--- config.mk ---
export PLATFORM = sky130hd
export DESIGN_NAME = mcr_ram
export DESIGN_NICKNAME = d
export VERILOG_FILES = /design/src/rtl/mcr_ram.sv
export SDC_FILE = /design/constraint.sdc
export NUM_CORES = 2
export LEC_CHECK = 0
export BUFFER_PORTS_ARGS = -buffer_cell sky130_fd_sc_hd__buf_4
export CAP_MARGIN = 20
export CORE_ASPECT_RATIO = 1.2
export CORE_UTILIZATION = 50
export CTS_CLUSTER_DIAMETER = 150
export DETAILED_ROUTE_END_ITERATION = 16
export GPL_TIMING_DRIVEN = 1
export MAX_ROUTING_LAYER = met4
export PLACE_DENSITY = 0.65
export SKIP_LAST_GASP = 1
export SYNTH_ARGS = -nofsm -noshare
export SYNTH_HDL_FRONTEND = slang
export SYNTH_SLANG_ARGS = --single-unit
export TNS_END_PERCENT = 1
--- constraint.sdc ---
create_clock -name clk -period 3.35 [get_ports clk]
set_clock_uncertainty 0.1 [all_clocks]
set_input_delay 1.005 -clock clk [delete_from_list [all_inputs] [get_ports clk]]
set_output_delay 1.005 -clock clk [all_outputs]
set_load 0.005 [all_outputs]
--- src/rtl/mcr_ram.sv ---
// Generic single-write, single-read RAM with registered read data.
module mcr_ram #(
	parameter int WIDTH = 8,
	parameter int DEPTH = 256
) (
	input  logic                     clk,
	input  logic                     we,
	input  logic [$clog2(DEPTH)-1:0] waddr,
	input  logic [WIDTH-1:0]         wdata,
	input  logic [$clog2(DEPTH)-1:0] raddr,
	output logic [WIDTH-1:0]         rdata
);

	logic [WIDTH-1:0] mem [DEPTH];

	always_ff @(posedge clk) begin
		if (we) begin
			mem[waddr] <= wdata;
		end
		rdata <= mem[raddr];
	end

endmodule

==> impl_metrics.ini <==
[clock_network]
cts_tree = yes
clk_latency_ns = 0.83
clk_path_buf_depth = 3
cts.clk_slew.worst_paths_ns = 0.06
htreeDepth = 4
cts-root-buf = clkbuf_16
post-cts-setup-buffers = 0
cts.sinks = 2056
holdBufCountCts = 0
cts_buffers = 190

[floorplanning]
die_area_um2 = 161000
coreArea_um2 = 158000
ioPinCount = 34
die_h_um = 439
die_x_um = 366
rows = 160
start_util_pct = 50.3

[synth]
synth_area_per_cell_um2 = 21.3
ys_ff_latch = 2056
syn_inst = 3733
synth_compound_gate_area_share_pct = 3.42
syn_area_um2 = 79600
yosys_most_used_dff = edfxtp_1
synth_top_family_by_area = multiplexers
ys_types = 55
seq_area_frac_synth_pct = 77.5
synthXorXnorAreaFrac_pct = 0
synthAdderAreaFrac_pct = 0
synth_enable_flop_cells = 2048
synth_top_area_share_pct = 77.3
async_flop_share_pct = 0
synthMuxAreaShare_pct = 14.6
yosysWarnings = 0
syn_nets = 3759
synth-simple-area-share_pct = 2.63
synth_top_area_cell = edfxtp_1
synth_area_leaders = edfxtp_1, mux4_2, mux2i_1

[global_routing]
overflow = 0
grt_pass1_wl_um = 289000
antenna_found_initial = 11
grt_use_total_pct = 25.8
grt_pass1_vias = 41100
grt_max_degree = 98

[layout]
fin_area_um2 = 93700
fin_nets = 4472
fillers = 11200
area_growth_pct = 17.8
drive_gt1_share_pct = 32.8
fin_cells = 6723

[status]
status = finished with violations
violations = setup timing

[flow_run]
cap_viol_max_count = 0

[worst_setup_path]
slowest_stage = mux4_2
crit_chain = buf_8 > buf_12 > buf_12 > buf_4 > buf_4 > mux4_2 > a221oi_2 > o32ai_1 > nor3_2 > buf_4 > nor4_1
end_kind = register
rrSetupSlack_ns = 0.49
start_kind = primary input
critPathMaxStageDelay_ns = 0.55
cp.required_ns = 3.95
cpMostUsedCell = buf_4
endpoint = rdata[3]
reg2reg_from = mem[130][7]
r2r-end = rdata[7]
cp_data_arrival_time_ns = 4.05
r2r_cells = 8
crit_fanout = 17
startpoint = raddr[0]
worstSetupPathType = primary input to register

[sta]
setup_slack_ns = -0.102
fmax_ghz = 0.290
max_slew_margin_pct = 32.7
finalHoldViolCount = 0
setup_viol = 3
tightest_slew_ns = 1.00
period_needed_ns = 3.45
fin_crit_sh_pct = 103
slew_viol_final = 0
rsz0062_at_grt = true

[placed_design]
dpl_cell_area_um2 = 87500
numPortBuffers = 33
pre_cts_ws_ns = -1.42
gp_congestion = 0.911
dp_cells = 6360
hpwl_um = 133000

[power]
p_seq_share_pct = 53.8
combinationalPowerShare_pct = 5.7
ir_worst_vdd_v = 0.000645
sw_frac_of_total_pct = 20.9
p_total_mw = 52.8
p_clk_share_pct = 40.5
power.leakage_nw = 30.4
power_switching_mw = 11.0
power_density_nw_per_um2 = 563
p_int_mw = 41.7

[detailed_routing]
dr.pass1.iters = 5
ant_nets = 0
avgRoutedWirePerCell_um = 29.7
drt-initial-drc-count = 4948
routed-via-count = 40900
drc = 0
totalWireLength_um = 200000
vias_per_cell = 6.08

[worst_hold_path]
hold_path.class = primary input to register
## state kept, by name, summed over array words and instances (netlist names)
signal  cells
mem      2048
rdata       8
## critical path: cells and delay by family
kind	cells	cell delay, ns
compound gates	2	0.72
buf+inv	6	1.19
simple gates	2	0.52
mux	1	0.55
## how the worst min path moves through the flow
stage / cells past startpoint / endpoint / from / slack (ns)
floorplan: 6 / rdata[3] / mem[40][3] / 0.67
global placement: 6 / rdata[2] / mem[51][2] / 0.92
detailed placement: 6 / rdata[2] / mem[49][2] / 0.96
CTS: 1 / mem[99][2] / wdata[2] / 0.37
global route: 1 / mem[99][2] / wdata[2] / 0.41
finish: 1 / mem[99][2] / wdata[2] / 0.41
## Yosys cell counts (all sizes together) (2+ instances only)
master,count
nor4,27
nand3b,2
o211ai,10
nand3,34
buf,122
a2111oi,5
o22a,5
a311oi,2
o32ai,5
mux4,456
a211oi,16
nand2,33
nor3,22
o221ai,47
and3b,2
a21oi,96
mux2i,134
o21ai,12
and2,6
nor2b,31
clkbuf,111
a221oi,14
a22oi,133
or2,4
edfxtp,2048
nand2b,8
nand4,10
dfxtp,8
nor2,282
o22ai,28
a31oi,2
a22o,8
## per-layer routing
| layer | vias up | global-route usage [%] | share of wire [%] |
|---|---|---|---|
| li1 | 17100 | - | - |
| met2 | 1709 | 41.9 | 50 |
| met4 | 0 | 8.71 | 3.4 |
| met3 | 359 | 4.03 | 7.4 |
| met1 | 21700 | 33.5 | 39 |
| met5 | - | - | 0 |
## stage by stage
stage                     hold slack, ns  util [%]  TNS (ns)
final                              0.414      59.2    -0.166
after global routing               0.408      59.2    -0.542
after CTS                          0.367      59.2    -0.281
after detailed placement           0.960      55.3     -8.43
after global placement             0.917      55.3    -10.45
after floorplan                    0.670         -         0
## power groups by stage
stage | Clock [mW] | Combinational, mW | Sequential (mW)
after floorplan | 0 | 1.38 | 28.9
after global placement | 0 | 2.95 | 28.9
after detailed placement | 0 | 3.00 | 28.9
after CTS | 21.7 | 3.01 | 28.4
after global routing | 22.5 | 3.13 | 28.4
final | 21.4 | 2.99 | 28.4
## logic make-up (layout without fill, tap and decap cells)
logic type / count (synthesis) / count (layout)
AND/OR/NAND/NOR: 466 / 466
buffers and inverters: 235 / 1107
multiplexers: 591 / 591
other: 0 / 12
AO/OA/AOI/OAI: 385 / 385
flip-flops: 2056 / 2056
## area by class of cell
type,count,area (um^2),area share (%)
clock inverter,110,1020,1.09
clock buffer,241,5100,5.44
timing repair buffer,754,6680,7.13
sequential,2056,61700,65.8
tap,2106,2640,2.81
multi-input combinational,1442,16600,17.7
inverter,2,7.51,0.00801
antenna,12,30.0,0.0321
## placed cells by master (no fill, tap or decap), drive strengths merged, types with 4 or more instances in the layout
cell	instances
dfxtp	8
a22o	8
clkbuf	242
a21oi	96
a221oi	14
nor2	282
nand2b	8
o21ai	12
inv	7
mux2i	134
a2111oi	5
mux4	456
nor3	22
o211ai	10
nor4	27
and2	6
bufinv	18
diode	12
o221ai	47
clkinv	80
o22ai	28
edfxtp	2048
nor2b	31
nand2	33
nand4	10
a211oi	16
or2	4
buf	753
nand3	34
a22oi	133
o32ai	5
o22a	5
clkinvlp	7
## timing repair
item                                    in CTS  in global routing
resized for setup                            6                  2
endpoints found under the setup margin       6                  6
pin swaps                                    0                  0
No activity file was read; power rests on OpenSTA's default activity.
